## src/sv/mi4_pkg.sv

```systemverilog
// mi4_pkg: shared constants, types and fixed-point helpers of the 4x4 LU inverter
// used by mi4_mul, mi4_div, the channel interfaces and matrix4_inverse_lu
`default_nettype none
package mi4_pkg;

  localparam int DIM    = 4;
  localparam int IW     = 2;
  localparam int QW     = 48;
  localparam int VW     = 32;
  localparam int AW     = 5;
  localparam int BW     = 4;

  localparam logic [QW-1:0] Q_ONE     = 48'h0001_0000_0000;
  localparam logic [QW-1:0] Q_MAX     = 48'h7fff_ffff_ffff;
  localparam logic [QW-1:0] Q_MIN_MAG = 48'h8000_0000_0000;
  localparam logic [QW-1:0] Q_LSB     = 48'h0000_0000_0001;
  localparam logic [IW-1:0] LAST_IDX  = IW'(DIM - 1);

  // request into the shared multiply or divide unit
  typedef struct packed {
    logic          go;
    logic [QW-1:0] a_mag;
    logic [QW-1:0] b_mag;
    logic          neg;
  } mi4_op_t;

  typedef enum logic [5:0] {
    ST_IDLE,
    ST_SC_RD, ST_SC_CAP, ST_SC_CHK, ST_SC_DIV,
    ST_DC_COL, ST_DC_SRD, ST_DC_SCAP, ST_DC_KCHK, ST_DC_KA, ST_DC_KB, ST_DC_KW,
    ST_DC_DUM, ST_DC_DUMW, ST_DC_NEXTI,
    ST_DC_SW, ST_DC_SW1, ST_DC_SW2, ST_DC_SW3, ST_DC_SWS, ST_DC_SWS1,
    ST_DC_PVT, ST_DC_PV1, ST_DC_DRD, ST_DC_DDV, ST_DC_DDW, ST_DC_NEXTJ,
    ST_SV_INIT, ST_SF_PIV, ST_SF_1, ST_SF_2, ST_SF_K, ST_SF_KM, ST_SF_KW,
    ST_SB_RD, ST_SB_1, ST_SB_K, ST_SB_KM, ST_SB_KW, ST_SB_DV, ST_SB_DW,
    ST_EM_RD, ST_EM_CAP, ST_EM_WAIT
  } state_t;

  // magnitude of a Q16.32 value, -2^47 maps to 2^47
  function automatic logic [QW-1:0] q_mag(input logic [QW-1:0] x);
    q_mag = x[QW-1] ? (~x + Q_LSB) : x;
  endfunction

  // apply sign and clamp to the 48-bit range
  function automatic logic [QW-1:0] q_cap(input logic [63:0] m, input logic neg);
    logic [63:0] c;
    c = m;
    if (neg) begin
      if (c > {16'd0, Q_MIN_MAG}) c = {16'd0, Q_MIN_MAG};
      q_cap = ~c[QW-1:0] + Q_LSB;
    end else begin
      if (c > {16'd0, Q_MAX}) c = {16'd0, Q_MAX};
      q_cap = c[QW-1:0];
    end
  endfunction

  // saturating a - b
  function automatic logic [QW-1:0] q_sub(input logic [QW-1:0] a, input logic [QW-1:0] b);
    logic [QW:0] d;
    d = {a[QW-1], a} - {b[QW-1], b};
    if (d[QW] != d[QW-1]) q_sub = d[QW] ? Q_MIN_MAG : Q_MAX;
    else q_sub = d[QW-1:0];
  endfunction

  function automatic logic [AW-1:0] a_addr(input logic [IW-1:0] i, input logic [IW-1:0] k);
    a_addr = {1'b0, i, k};
  endfunction

  function automatic logic [AW-1:0] s_addr(input logic [IW-1:0] i);
    s_addr = {3'b100, i};
  endfunction

endpackage
`default_nettype wire

```

## src/sv/mi4_mul.sv

```systemverilog
// mi4_mul: Q16.32 multiply, four 32x32 partial products on one multiplier
// depends on mi4_pkg (mi4_op_t, q_cap)
`default_nettype none
module mi4_mul (
  input  wire logic                   clk,
  input  wire logic                   rst_n,
  input  wire mi4_pkg::mi4_op_t       op,
  output logic                        done,
  output logic [mi4_pkg::QW-1:0]      p
);

  logic [mi4_pkg::QW-1:0] a_r, b_r;
  logic                   neg_r;
  logic [63:0]            acc_r;
  logic [63:0]            prod_r;
  logic [2:0]             cnt_r;
  logic                   busy_r;
  logic                   done_r;
  logic [31:0]            x, y;
  logic [1:0]             prev;
  logic [63:0]            addend;

  // operand pair for this step
  always_comb begin
    x = 32'd0;
    y = 32'd0;
    case (cnt_r[1:0])
      2'd0: begin x = a_r[31:0];            y = b_r[31:0]; end
      2'd1: begin x = {16'd0, a_r[47:32]};  y = b_r[31:0]; end
      2'd2: begin x = a_r[31:0];            y = {16'd0, b_r[47:32]}; end
      default: begin x = {16'd0, a_r[47:32]}; y = {16'd0, b_r[47:32]}; end
    endcase
  end

  // alignment of the previous partial product
  assign prev = 2'(cnt_r - 3'd1);
  always_comb begin
    case (prev)
      2'd0:    addend = {32'd0, prod_r[63:32]};
      2'd3:    addend = {prod_r[31:0], 32'd0};
      default: addend = prod_r;
    endcase
  end

  always_ff @(posedge clk) begin
    if (!rst_n) begin
      busy_r <= 1'b0;
      done_r <= 1'b0;
      cnt_r  <= 3'd0;
    end else begin
      done_r <= 1'b0;
      if (op.go) begin
        a_r    <= op.a_mag;
        b_r    <= op.b_mag;
        neg_r  <= op.neg;
        acc_r  <= 64'd0;
        cnt_r  <= 3'd0;
        busy_r <= 1'b1;
      end else if (busy_r) begin
        if (cnt_r != 3'd4) prod_r <= x * y;
        if (cnt_r != 3'd0) acc_r <= acc_r + addend;
        if (cnt_r == 3'd4) begin
          busy_r <= 1'b0;
          done_r <= 1'b1;
        end
        cnt_r <= cnt_r + 3'd1;
      end
    end
  end

  assign done = done_r;
  assign p    = mi4_pkg::q_cap(acc_r, neg_r);

endmodule
`default_nettype wire

```

## config.mk

```make
export PLATFORM = sky130hd
export DESIGN_NAME = mi4_mul
export DESIGN_NICKNAME = d
export VERILOG_FILES = /design/src/sv/mi4_pkg.sv /design/src/sv/mi4_mul.sv
export SDC_FILE = /design/constraint.sdc
export NUM_CORES = 2
export LEC_CHECK = 0
export BUFFER_PORTS_ARGS = -buffer_cell sky130_fd_sc_hd__buf_2
export CORE_MARGIN = 1
export CORE_UTILIZATION = 55
export CTS_BUF_LIST = sky130_fd_sc_hd__clkbuf_8 sky130_fd_sc_hd__clkbuf_16
export DETAILED_ROUTE_END_ITERATION = 10
export HOLD_SLACK_MARGIN = 0.02
export PLACE_DENSITY_LB_ADDON = 0.25
export SLEW_MARGIN = 20
export SYNTH_ARGS = -nofsm -noshare
export SYNTH_HDL_FRONTEND = slang
export SYNTH_SLANG_ARGS = --single-unit
export TNS_END_PERCENT = 5
```

## constraint.sdc

```tcl
create_clock -name clk -period 12.6 [get_ports clk]
set_input_delay 2.52 -clock clk [delete_from_list [all_inputs] [get_ports clk]]
set_output_delay 2.52 -clock clk [all_outputs]
set_load 0.05 [all_outputs]
```

==> results.md <==
* First-pass GRT wire length at 226000 um
* Register area share after synthesis at 14.8%
* Htree depth at 1
* Adder-cell share of the synthesized area at 47.8%
* RR Startpoint: cnt_r[0]
* Max clock buf depth at 3
* Hold path cells at 2
* Cell repeated most along the worst path: fa_1
* Critical path arrival at 11050 ps
* Commonest non-fill, non-tap cell in the layout: inv_1
* CP peak stage delay at 740 ps
* Clk_skew at 37.4 ps
* Setup TNS at 0 ps
* Layout filler cell count at 7214
* WL final at 148000 um
* Simple-Gate Fraction of Synth Area at 15.5%
* Slew Limit Headroom at 14.4%
* CTS Buf Count at 28
* Critical Path Sink Type: flop
* CTS root buffer: clkbuf_16
* Main combinational cell family by area after synthesis: adder cells
* Final Hold Fails at 0
* Crit path kind: reg2reg
* Num ports at 149
* Share of layout cells above drive strength 1 at 6.71%
* Status: completed
* Net count after synthesis at 6485
* Die area at 0.0852 mm^2
* Starting DRC count in detailed routing at 3763
* Initial antenna violation count at 4
* Max Cap Viol at 0
* Ys Warns at 0
* Most frequent cells in the layout: 902 x inv_1, 897 x fa_1, 751 x nor2_1
* Library cells used by synthesis at 94
* Startpoint types: flop
* PortBufs at 148
* NumNets Final at 6451
* Achievable clock frequency at 0.0935 GHz
* Gate Count Post-Synth at 5157
* CP Data Required Time at 12950 ps
* #FFs+latches synth at 230
* Finish-stage setup viols at 0
* Row cnt at 105
* Initial Util at 56.0%
* Clock tree sinks at 230
* CP max-delay cell: mux2i_2
* Min-delay src: cnt_r[2]
* HP Class: reg2reg
* Die width at 292 um
* Worst-Margin Slew at 1280 ps
* Layout area overhead at 5.77%
* Worst R2R End: prod_r[61]
* R2r setup slk at 1900 ps
* DRT antenna net count at 0
* Worst reg2reg path depth at 30
* EDFF count, synth at 225
* Hpwl dp at 118000 um
* CTS tree: done
* Vias per cell at 6.02
* Final Critical Period at 10700 ps
* Fin crit share at 84.9%
* Placeable Area at 0.0826 mm^2
* Die height at 292 um
* Ys async rst share at 0%
* PostCTS Resize Cnt at 0
* Vias in the first global route at 38505
* Grt ovf at 0
* RSZ-0062 raised after global routing: no
* Synth Flop Type: edfxtp_1
* CTS clk-pin slew, worst paths at 60 ps
* Routed vias at 37449
* Share of synthesized area spent on multiplexers at 0.787%
* Synth Cell Area at 0.0462 mm^2
* Worst-Skew Late Latency at 630 ps
* GPL Wtd Cong at 0.986
* Synth Area per Inst at 8.97 um^2
* CP Max Fanout at 30
* Total GRT Usage at 35.4%
* WL per Instance at 23.8 um
* Drt first pass iters at 6
* Hold buffers post-CTS at 0
* Post-Synth XOR/XNOR Area at 2.25%
* Pin count of the biggest net entering global routing at 75
* Post-CTS Setup Bufs at 0
* Hold path endpoint: done
* Compound-Gate Fraction of Synth Area at 9.18%
* DR DRC count at 0
* Slew Limit Fails at 0
-- metrics by stage --
stage	hold WS (ps)	util [%]	cells	instance area, um^2	setup WS (ps)
2_1_floorplan	454	-	5157	46200	3480
6_report	507	59.2	6216	48900	1900
4_1_cts	516	59.2	6214	48900	2000
5_1_grt	538	59.2	6215	48900	1530
3_3_place_gp	511	58.0	6161	47900	2300
3_5_place_dp	504	58.0	6163	47900	2020
-- metal layers --
metal | share of wire (%) | wire [um] | GRT usage, %
met1 | 38 | 56400 | 46.4
met5 | 0.0081 | 12 | 0
met3 | 11 | 15700 | 7.91
met2 | 44 | 65200 | 53.9
met4 | 7.3 | 10900 | 21.5
-- cell usage after synthesis (all sizes together) (6+ instances only) --
cell type	number	area share, %
clkbuf	247	2.0
or3	16	0.23
a22o	66	1.3
a31oi	23	0.31
o21ai	120	1.3
o31ai	6	0.11
nor4	13	0.19
nor3	41	0.48
fa	897	39
o311ai	24	0.45
xor2	44	0.83
a221oi	6	0.13
and2	44	0.60
nor2	754	6.1
buf	33	0.38
nand2b	19	0.26
o21a	29	0.47
edfxtp	225	15
or2	13	0.18
nand4	33	0.45
o21bai	27	0.44
ha	331	9.0
nand2	723	5.9
nor2b	10	0.14
a21oi	175	1.9
a211o	7	0.13
and3	14	0.19
mux2i	33	0.71
a21o	61	0.99
xnor2	75	1.4
a211oi	17	0.31
inv	897	7.3
o211ai	13	0.22
nand3	36	0.39
-- kinds of logic after synthesis --
logic type               after synthesis
flip-flops                           230
AND/OR/NAND/NOR                     1738
XOR/XNOR                             119
AO/OA/AOI/OAI                        629
adder cells (fa/ha/maj)             1228
buffers and inverters               1177
multiplexers                          36
-- worst max-delay path by stage --
| stage | startpoint | to | slack, ps | cells past startpoint |
|---|---|---|---|---|
| final | cnt_r[0] | prod_r[61] | 1900 | 30 |
| after global routing | cnt_r[0] | prod_r[61] | 1530 | 29 |
| after CTS | cnt_r[0] | prod_r[61] | 2000 | 30 |
| after detailed placement | cnt_r[0] | prod_r[61] | 2020 | 30 |
| after global placement | cnt_r[0] | prod_r[61] | 2300 | 29 |
| after floorplan | cnt_r[0] | prod_r[61] | 3480 | 30 |
-- sequential cells by signal, indices dropped and copies added, names as in the netlist --
| name | flops |
|---|---|
| acc_r | 64 |
| prod_r | 64 |
| a_r | 48 |
| b_r | 48 |
| cnt_r | 3 |
| busy_r | 1 |
| done | 1 |
| neg_r | 1 |
-- worst max-delay path: cells and delay by family, from the launching register on --
kind            cells  cell delay, ps
fa+ha+maj          10            4980
mux                 1             740
buf+inv             7            1080
compound gates      7            1620
simple gates        4            1470
flops               1             350
xor+xnor            1             130
-- final cells by class --
cell class | count | area, um^2 | area share, %
multi-input combinational | 3750 | 35100 | 71.7
sequential | 230 | 6860 | 14.0
inverter | 897 | 3370 | 6.88
tap | 1070 | 1340 | 2.74
timing repair buffer | 216 | 1290 | 2.64
clock buffer | 28 | 701 | 1.43
clock inverter | 23 | 260 | 0.532
antenna | 2 | 5.00 | 0.0102
Power is left out: the tool's default activity adds up to more than one toggle a clock period on the data nets, which glitch-free logic cannot reach.
