<file path="config.mk">
export PLATFORM = sky130hd
export DESIGN_NAME = mi4_div
export DESIGN_NICKNAME = d
export VERILOG_FILES = /design/src/sv/mi4_pkg.sv /design/src/sv/mi4_div.sv
export SDC_FILE = /design/constraint.sdc
export NUM_CORES = 1
export LEC_CHECK = 0
export ABC_AREA = 1
export BUFFER_PORTS_ARGS = -buffer_cell sky130_fd_sc_hd__buf_4
export CAP_MARGIN = 40
export CORE_UTILIZATION = 50
export CTS_BUF_LIST = sky130_fd_sc_hd__clkbuf_4 sky130_fd_sc_hd__clkbuf_8
export CTS_CLUSTER_DIAMETER = 150
export DETAILED_ROUTE_END_ITERATION = 7
export PLACE_DENSITY = 0.73
export SYNTH_ARGS = -nofsm -noshare
export SYNTH_HDL_FRONTEND = slang
export SYNTH_SLANG_ARGS = --single-unit
</file>
<file path="constraint.sdc">
create_clock -name clk -period 13.03 [get_ports clk]
set_input_delay 0 -clock clk [delete_from_list [all_inputs] [get_ports clk]]
set_output_delay 0 -clock clk [all_outputs]
set_load 0.005 [all_outputs]
</file>
<file path="src/sv/mi4_pkg.sv">
// mi4_pkg: shared constants, types and fixed-point helpers of the 4x4 LU inverter
// used by mi4_mul, mi4_div, the channel interfaces and matrix4_inverse_lu
`default_nettype none
package mi4_pkg;

  localparam int DIM    = 4;
  localparam int IW     = 2;
  localparam int QW     = 48;
  localparam int VW     = 32;
  localparam int AW     = 5;
  localparam int BW     = 4;

  localparam logic [QW-1:0] Q_ONE     = 48'h0001_0000_0000;
  localparam logic [QW-1:0] Q_MAX     = 48'h7fff_ffff_ffff;
  localparam logic [QW-1:0] Q_MIN_MAG = 48'h8000_0000_0000;
  localparam logic [QW-1:0] Q_LSB     = 48'h0000_0000_0001;
  localparam logic [IW-1:0] LAST_IDX  = IW'(DIM - 1);

  // request into the shared multiply or divide unit
  typedef struct packed {
    logic          go;
    logic [QW-1:0] a_mag;
    logic [QW-1:0] b_mag;
    logic          neg;
  } mi4_op_t;

  typedef enum logic [5:0] {
    ST_IDLE,
    ST_SC_RD, ST_SC_CAP, ST_SC_CHK, ST_SC_DIV,
    ST_DC_COL, ST_DC_SRD, ST_DC_SCAP, ST_DC_KCHK, ST_DC_KA, ST_DC_KB, ST_DC_KW,
    ST_DC_DUM, ST_DC_DUMW, ST_DC_NEXTI,
    ST_DC_SW, ST_DC_SW1, ST_DC_SW2, ST_DC_SW3, ST_DC_SWS, ST_DC_SWS1,
    ST_DC_PVT, ST_DC_PV1, ST_DC_DRD, ST_DC_DDV, ST_DC_DDW, ST_DC_NEXTJ,
    ST_SV_INIT, ST_SF_PIV, ST_SF_1, ST_SF_2, ST_SF_K, ST_SF_KM, ST_SF_KW,
    ST_SB_RD, ST_SB_1, ST_SB_K, ST_SB_KM, ST_SB_KW, ST_SB_DV, ST_SB_DW,
    ST_EM_RD, ST_EM_CAP, ST_EM_WAIT
  } state_t;

  // magnitude of a Q16.32 value, -2^47 maps to 2^47
  function automatic logic [QW-1:0] q_mag(input logic [QW-1:0] x);
    q_mag = x[QW-1] ? (~x + Q_LSB) : x;
  endfunction

  // apply sign and clamp to the 48-bit range
  function automatic logic [QW-1:0] q_cap(input logic [63:0] m, input logic neg);
    logic [63:0] c;
    c = m;
    if (neg) begin
      if (c > {16'd0, Q_MIN_MAG}) c = {16'd0, Q_MIN_MAG};
      q_cap = ~c[QW-1:0] + Q_LSB;
    end else begin
      if (c > {16'd0, Q_MAX}) c = {16'd0, Q_MAX};
      q_cap = c[QW-1:0];
    end
  endfunction

  // saturating a - b
  function automatic logic [QW-1:0] q_sub(input logic [QW-1:0] a, input logic [QW-1:0] b);
    logic [QW:0] d;
    d = {a[QW-1], a} - {b[QW-1], b};
    if (d[QW] != d[QW-1]) q_sub = d[QW] ? Q_MIN_MAG : Q_MAX;
    else q_sub = d[QW-1:0];
  endfunction

  function automatic logic [AW-1:0] a_addr(input logic [IW-1:0] i, input logic [IW-1:0] k);
    a_addr = {1'b0, i, k};
  endfunction

  function automatic logic [AW-1:0] s_addr(input logic [IW-1:0] i);
    s_addr = {3'b100, i};
  endfunction

endpackage
`default_nettype wire

</file>
<file path="src/sv/mi4_div.sv">
// mi4_div: Q16.32 divide (a*2^32)/b, restoring, one quotient bit per cycle
// depends on mi4_pkg (mi4_op_t, q_cap)
`default_nettype none
module mi4_div (
  input  wire logic                   clk,
  input  wire logic                   rst_n,
  input  wire mi4_pkg::mi4_op_t       op,
  output logic                        done,
  output logic [mi4_pkg::QW-1:0]      q
);

  localparam int STEPS = mi4_pkg::QW + 32;

  logic [mi4_pkg::QW-1:0] sh_r, b_r, r_r, q_r;
  logic                   neg_r, over_r, busy_r, done_r;
  logic [6:0]             cnt_r;
  logic [mi4_pkg::QW:0]   rs, rd;
  logic                   ge;

  // one restoring step
  assign rs = {r_r, sh_r[mi4_pkg::QW-1]};
  assign ge = rs >= {1'b0, b_r};
  assign rd = ge ? (rs - {1'b0, b_r}) : rs;

  always_ff @(posedge clk) begin
    if (!rst_n) begin
      busy_r <= 1'b0;
      done_r <= 1'b0;
      cnt_r  <= 7'd0;
    end else begin
      done_r <= 1'b0;
      if (op.go) begin
        sh_r   <= op.a_mag;
        b_r    <= (op.b_mag == '0) ? mi4_pkg::Q_LSB : op.b_mag;
        neg_r  <= op.neg;
        r_r    <= '0;
        q_r    <= '0;
        over_r <= 1'b0;
        cnt_r  <= 7'd0;
        busy_r <= 1'b1;
      end else if (busy_r) begin
        sh_r <= {sh_r[mi4_pkg::QW-2:0], 1'b0};
        r_r  <= rd[mi4_pkg::QW-1:0];
        q_r  <= {q_r[mi4_pkg::QW-2:0], ge};
        // quotient bits above bit 47 mean overflow
        if (ge && cnt_r < 7'(STEPS - mi4_pkg::QW)) over_r <= 1'b1;
        if (cnt_r == 7'(STEPS - 1)) begin
          busy_r <= 1'b0;
          done_r <= 1'b1;
        end
        cnt_r <= cnt_r + 7'd1;
      end
    end
  end

  assign done = done_r;
  assign q = mi4_pkg::q_cap({16'd0, over_r ? mi4_pkg::Q_MIN_MAG : q_r}, neg_r);

endmodule
`default_nettype wire

</file>
==> impl_metrics.env, run 1 <==
export IMPL_portBuffers=148
export IMPL_drt_iter0_drc=1306
export IMPL_finalCritPeriodShare=0.3484
export IMPL_core_mm2=0.02771
export IMPL_ctsResizeCount=0
export IMPL_crit_path_max_fanout=90
export IMPL_finalSetupViolations=0
export IMPL_rsz0062_at_grt="no"
export IMPL_synth_edf_count=194
export IMPL_final_core_util=0.6243
export IMPL_wire_per_inst_um=16.60
export IMPL_grt_use_total=0.2917
export IMPL_ff2ff_path_depth=13
export IMPL_slew_headroom=0.4035
export IMPL_ys_ff_latch=203
export IMPL_final_min_clock_period_ps=4540
export IMPL_initial_utilization=0.5081
export IMPL_ff2ff_setup_slack_ps=9390
export IMPL_synth_distinct_cells=49
export IMPL_drive_gt1_frac=0.1094
export IMPL_clock_fmax_ghz=0.2203
export IMPL_p_switching_uw=748.2
export IMPL_slew_violations=0
export IMPL_area_growth_pct=22.86
export IMPL_post_route_drc_count=0
export IMPL_critPathArrivalTime_ps=4540
export IMPL_cts_tree="built"
export IMPL_vdd_drop_max_v=0.00009229
export IMPL_cts_buffers=36
export IMPL_drt_total_wl_um=41660
export IMPL_critPathCapture="q[33]"
export IMPL_yosysWarnings=0
export IMPL_hold_path_class="in -> reg"
export IMPL_die_x_um=169.8
export IMPL_layout_commonest_cell="nand2_1"
export IMPL_overflow=0
export IMPL_io_pins=149
export IMPL_netlist_area_mm2=0.01408
export IMPL_grt_pass1_vias=12990
export IMPL_finClkSkew_ps=34.42
export IMPL_leakage_nw=7.890
export IMPL_cp_required_ps=13030
export IMPL_syn_inst=1892
export IMPL_critPathKind="reg -> out"
export IMPL_power_density_cell_area_mw_per_mm2=122.5
export IMPL_power_total_mw=2.119
export IMPL_hpwl_um=28870
export IMPL_gp_congestion=0.9385
export IMPL_critPathLaunch="over_r$_SDFFCE_PP0P_"
export IMPL_ctsHoldBuffers=121
export IMPL_clk_path_buf_depth=3
export IMPL_worstMarginPinSlew_ps=894.7
export IMPL_grt_pass1_wl_um=66700
export IMPL_dpl_cell_area_mm2=0.01538
export IMPL_r2r_start="sh_r[47]$_DFFE_PP_"
export IMPL_final_area_mm2=0.01730
export IMPL_cts_setup_buffers=0
export IMPL_r2r_end="r_r[42]$_SDFFCE_PP0P_"
export IMPL_final_nets=2254
export IMPL_ys_flop_type="edfxtp_1"
export IMPL_htreeDepth=2
export IMPL_cts_root_buffer="clkbuf_8"
export IMPL_pwr_share_clk=0.278
export IMPL_antenna_left=0
export IMPL_setup_tns_ps=0
export IMPL_netSwitchingFraction=0.3531
export IMPL_clock_latency_ps=560
export IMPL_finalHoldViolCount=0
export IMPL_die_h_um=169.8
export IMPL_vias_per_cell=5.453
export IMPL_avgSynthCellArea_um2=7.440
export IMPL_vias=13680
export IMPL_seq_area_frac_synth=0.4266
export IMPL_grt_max_degree=91
export IMPL_hold_slack_ps=166.3
export IMPL_outcome="completed"
export IMPL_mappedNetlistNets=2043
export IMPL_startpoint_type="flip-flop"
export IMPL_clk_pin_slew_ps=60
export IMPL_final_cell_mix="nand2_1 (482), inv_1 (248), nor2_1 (233)"
export IMPL_cap_violations=0
export IMPL_cp_end_kind="output port"
export IMPL_antenna_found_initial=1
export IMPL_row_count=61
export IMPL_drtPass1Iterations=8
export IMPL_internal_power_mw=1.371
export IMPL_pwr_share_seq=0.390
export IMPL_clock_sinks=203
export IMPL_p_comb_frac=0.332
export IMPL_dieArea_mm2=0.02883
export IMPL_async_flop_share=0
[sequential cells by signal, summed over array words and instances, names as in the netlist]
register and flops:
b_r 48, sh_r 48, done 1, cnt_r 7, r_r 48, busy_r 1, over_r 1, q_r 48
neg_r 1
[critical path, cell delays in order (launching register included)]
cell      delay [ps]
edfxtp_1         560
inv_2            530
nand2_1          260
nand2_1          150
nor2_1            60
nand2_1           60
nor2_1            60
nand3_2           90
nand2_4          450
o21ai_1          430
nand3_2          210
nor2_1           570
nand3_1          170
nand2_1          100
nand3_1           60
nand2_1           70
buf_4            100
[area by class of cell]
| cell class | count | area (um2) |
|---|---|---|
| multi-input combinational | 1327 | 6668 |
| fill | 2411 | 10410 |
| clock buffer | 46 | 570.5 |
| inverter | 255 | 957.2 |
| tap | 378 | 473.0 |
| sequential | 203 | 6006 |
| timing repair buffer | 280 | 2486 |
| antenna | 1 | 2.502 |
| clock inverter | 19 | 132.6 |
[power by group through the flow]
stage	registers, mW	logic [mW]	clock network [mW]
6_report	0.827	0.703	0.589
5_1_grt	0.833	0.784	0.628
4_1_cts	0.826	0.688	0.603
3_5_place_dp	0.838	0.656	0
3_3_place_gp	0.837	0.645	0
2_1_floorplan	0.833	0.462	0
[worst min path at each step]
| stage | end | depth (start not counted) | slack (ps) | startpoint |
|---|---|---|---|---|
| 5_1_grt | b_r[23]$_SDFFCE_PN0P_ | 2 | 160 | op[24] |
| 3_3_place_gp | neg_r$_DFFE_PP_ | 1 | 180 | op[0] |
| 3_5_place_dp | neg_r$_DFFE_PP_ | 1 | 180 | op[0] |
| 4_1_cts | q_r[21]$_SDFFCE_PP0P_ | 3 | 110 | op[97] |
| 2_1_floorplan | neg_r$_DFFE_PP_ | 0 | 100 | op[0] |
| 6_report | q_r[21]$_SDFFCE_PP0P_ | 3 | 170 | op[97] |
[per-stage QoR]
step,worst slack (ps),cells
3_5_place_dp,9136,2322
4_1_cts,8550,2508
3_3_place_gp,9305,2316
6_report,8490,2509
5_1_grt,8056,2509
2_1_floorplan,8845,1892
[cell usage after synthesis (2+ instances only)]
cell type	number	area, um2
nand3_1	82	410.4
xor2_1	18	157.7
o21bai_1	7	52.55
buf_6	2	22.52
o21a_1	4	30.03
o21ai_0	147	735.7
a21oi_1	123	615.6
a31oi_1	17	106.4
nor2_1	233	874.6
buf_4	7	52.55
clkbuf_1	81	304.0
clkinv_1	2	7.510
dfxtp_1	9	180.2
inv_1	249	934.7
inv_2	4	15.01
o41ai_2	2	32.53
edfxtp_1	194	5826
nand4_1	25	156.4
o211ai_1	8	60.06
buf_1	4	15.01
nor4_1	15	93.84
a21boi_0	4	30.03
o221ai_1	2	17.52
o21ai_1	7	35.03
nand2_1	483	1813
and2_1	3	18.77
a21o_1	8	60.06
xnor2_1	24	210.2
nand3_2	2	20.02
o41ai_1	30	262.8
nand3b_1	6	45.04
ha_1	50	625.6
buf_2	12	60.06
nor2_2	2	12.51
nor3_1	12	60.06
[per-layer routing]
metal  track usage  wire (um)
met1        0.4247      19560
met2        0.4419      17930
met3       0.05037       3241
met4       0.08656        926
met5             0          0
[cells by family (layout without fill, tap and decap cells)]
group,after synthesis,in the layout,share of synthesized area
AO/OA/AOI/OAI,365,365,0.1483
AND/OR/NAND/NOR,869,869,0.2524
adder cells (fa/ha/maj),51,51,0.04586
XOR/XNOR,42,42,0.02613
other,0,1,0
flip-flops,203,203,0.4266
buffers and inverters,362,600,0.1006
(Power assumes the default switching activity.)
==> run 2, diff against run 1 <==
==> constraint.sdc (replaced) <==
create_clock -name clk -period 4.18 [get_ports clk]
set_input_delay 0 -clock clk [delete_from_list [all_inputs] [get_ports clk]]
set_output_delay 0 -clock clk [all_outputs]
set_load 0.005 [all_outputs]
==> impl_metrics.env, run 2 (synthesis results as in run 1) <==
export IMPL_outcome="completed"
export IMPL_finalHoldViolCount=0
export IMPL_clk_pin_slew_ps=60
export IMPL_antenna_found_initial=0
export IMPL_core_mm2=0.02771
export IMPL_final_area_mm2=0.01711
export IMPL_hold_path_class="in -> reg"
export IMPL_critPathKind="reg -> out"
export IMPL_overflow=0
export IMPL_cts_buffers=36
export IMPL_vdd_drop_max_v=0.0002423
export IMPL_drt_total_wl_um=41160
export IMPL_row_count=61
export IMPL_clock_fmax_ghz=0.2638
export IMPL_clock_sinks=203
export IMPL_fin_cells=2489
export IMPL_cts_root_buffer="clkbuf_8"
export IMPL_final_cell_mix="nand2_1 (482), inv_1 (248), nor2_1 (231)"
export IMPL_portBuffers=148
export IMPL_leakage_nw=7.857
export IMPL_slew_violations=0
export IMPL_io_pins=149
export IMPL_critPathArrivalTime_ps=3790
export IMPL_final_nets=2235
export IMPL_post_route_drc_count=0
export IMPL_die_h_um=169.8
export IMPL_area_growth_pct=21.53
export IMPL_vias=13600
export IMPL_initial_utilization=0.5081
export IMPL_grt_use_total=0.2865
export IMPL_cts_tree="built"
export IMPL_dieArea_mm2=0.02883
export IMPL_startpoint_type="flip-flop"
export IMPL_htreeDepth=2
export IMPL_worstMarginPinSlew_ps=802.0
export IMPL_cap_violations=0
export IMPL_grt_max_degree=91
export IMPL_grt_pass1_vias=12580
export IMPL_gp_congestion=0.9912
export IMPL_grt_pass1_wl_um=65140
export IMPL_drtPass1Iterations=8
export IMPL_final_min_clock_period_ps=3791
export IMPL_cp_end_kind="output port"
export IMPL_slew_headroom=0.4583
export IMPL_layout_commonest_cell="nand2_1"
export IMPL_hpwl_um=29590
export IMPL_antennaDiodeCount=0
export IMPL_finalSetupViolations=0
export IMPL_critPathLaunch="over_r$_SDFFCE_PP0P_"
export IMPL_wire_per_inst_um=16.54
export IMPL_r2r_start="r_r[3]$_SDFFCE_PP0P_"
export IMPL_finalCritPeriodShare=0.9069
export IMPL_holdPathStages=3
export IMPL_rsz0062_at_grt="no"
export IMPL_ff2ff_setup_slack_ps=820
export IMPL_placedCellCount=2326
export IMPL_vias_per_cell=5.464
export IMPL_dpl_cell_area_mm2=0.01539
export IMPL_clk_path_buf_depth=3
export IMPL_drive_gt1_frac=0.1146
export IMPL_drt_iter0_drc=1662
export IMPL_cp_required_ps=4180
export IMPL_critPathCapture="q[12]"
export IMPL_setup_tns_ps=0
export IMPL_die_x_um=169.8
export IMPL_ff2ff_path_depth=14
export IMPL_clock_latency_ps=550
export IMPL_crit_path_max_fanout=48
export IMPL_finClkSkew_ps=37.57
export IMPL_r2r_end="r_r[24]$_SDFFCE_PP0P_"
export IMPL_power_density_cell_area_mw_per_mm2=389.3
export IMPL_antenna_left=0
run 2: changes by cell type in the layout (fill, tap and decap cells not counted), moves of 2 or more:
| cell | delta |
|---|---|
| dlygate4sd3_1 | -23 |
| buf_4 | +7 |
| clkinv_1 | -3 |
| buf_12 | -2 |
| clkinv_2 | +2 |
| nor2_1 | -2 |
| nor2_2 | +2 |
run 2: how the worst min path moves through the flow:
stage / start / endpoint
global placement: op[0] / neg_r$_DFFE_PP_
CTS: op[97] / sh_r[0]$_SDFFCE_PN0P_
detailed placement: op[0] / neg_r$_DFFE_PP_
floorplan: op[0] / neg_r$_DFFE_PP_
global route: op[97] / sh_r[0]$_SDFFCE_PN0P_
finish: op[97] / sh_r[0]$_SDFFCE_PN0P_
run 2: cell type report:
type	count	area, um2
inverter	255	959.7
tap	378	473.0
clock buffer	47	578.1
clock inverter	18	152.6
multi-input combinational	1327	6681
sequential	203	6006
fill	2484	10600
timing repair buffer	261	2257
run 2: report_power, final:
group | switching [mW] | internal, mW | total, mW
sequential | 0.0892 | 2.49 | 2.58
clock | 0.840 | 1.04 | 1.89
combinational | 1.39 | 0.807 | 2.20
total | 2.32 | 4.34 | 6.66
run 2: worst max-delay path, stage by stage, from the launching register on:
cell and delay, ps:
edfxtp_1 350, buf_4 190, inv_4 300, nand2_1 210
nand2_1 130, nor2_1 50, nand2_1 60, nor2_1 50
nand3_2 80, nand2_4 280, nand3_1 180, ha_1 280
nand2_1 130, nor2_1 380, xor2_1 130, o21ai_0 270
buf_4 170
run 2: through the flow:
| step | total power, mW | worst slack (ps) | hold slack [ps] | util |
|---|---|---|---|---|
| 6_report | 6.659 | 389.0 | 42.41 | 0.6175 |
| 5_1_grt | 7.054 | 91.58 | 41.64 | 0.6175 |
| 4_1_cts | 6.657 | 137.3 | 18.35 | 0.6172 |
| 3_5_place_dp | 4.683 | 694.4 | 179.5 | 0.5554 |
| 3_3_place_gp | 4.652 | 756.5 | 179.8 | 0.5527 |
| 2_1_floorplan | 4.028 | 1349 | 98.87 | - |
run 2: timing repair:
action / CTS / global route
setup buffers: 0 / 0
hold buffers: 98 / 0
setup endpoints to repair: 0 / 30
hold endpoints to repair: 106 / 0
resized for setup: 0 / 4
run 2: routing by layer:
layer / up-vias / GRT usage / routed length, um
met5: - / 0 / 0
met4: 0 / 0.07481 / 833
met3: 64 / 0.04058 / 3146
met2: 546 / 0.4285 / 17480
met1: 6305 / 0.4311 / 19700
li1: 6684 / - / -
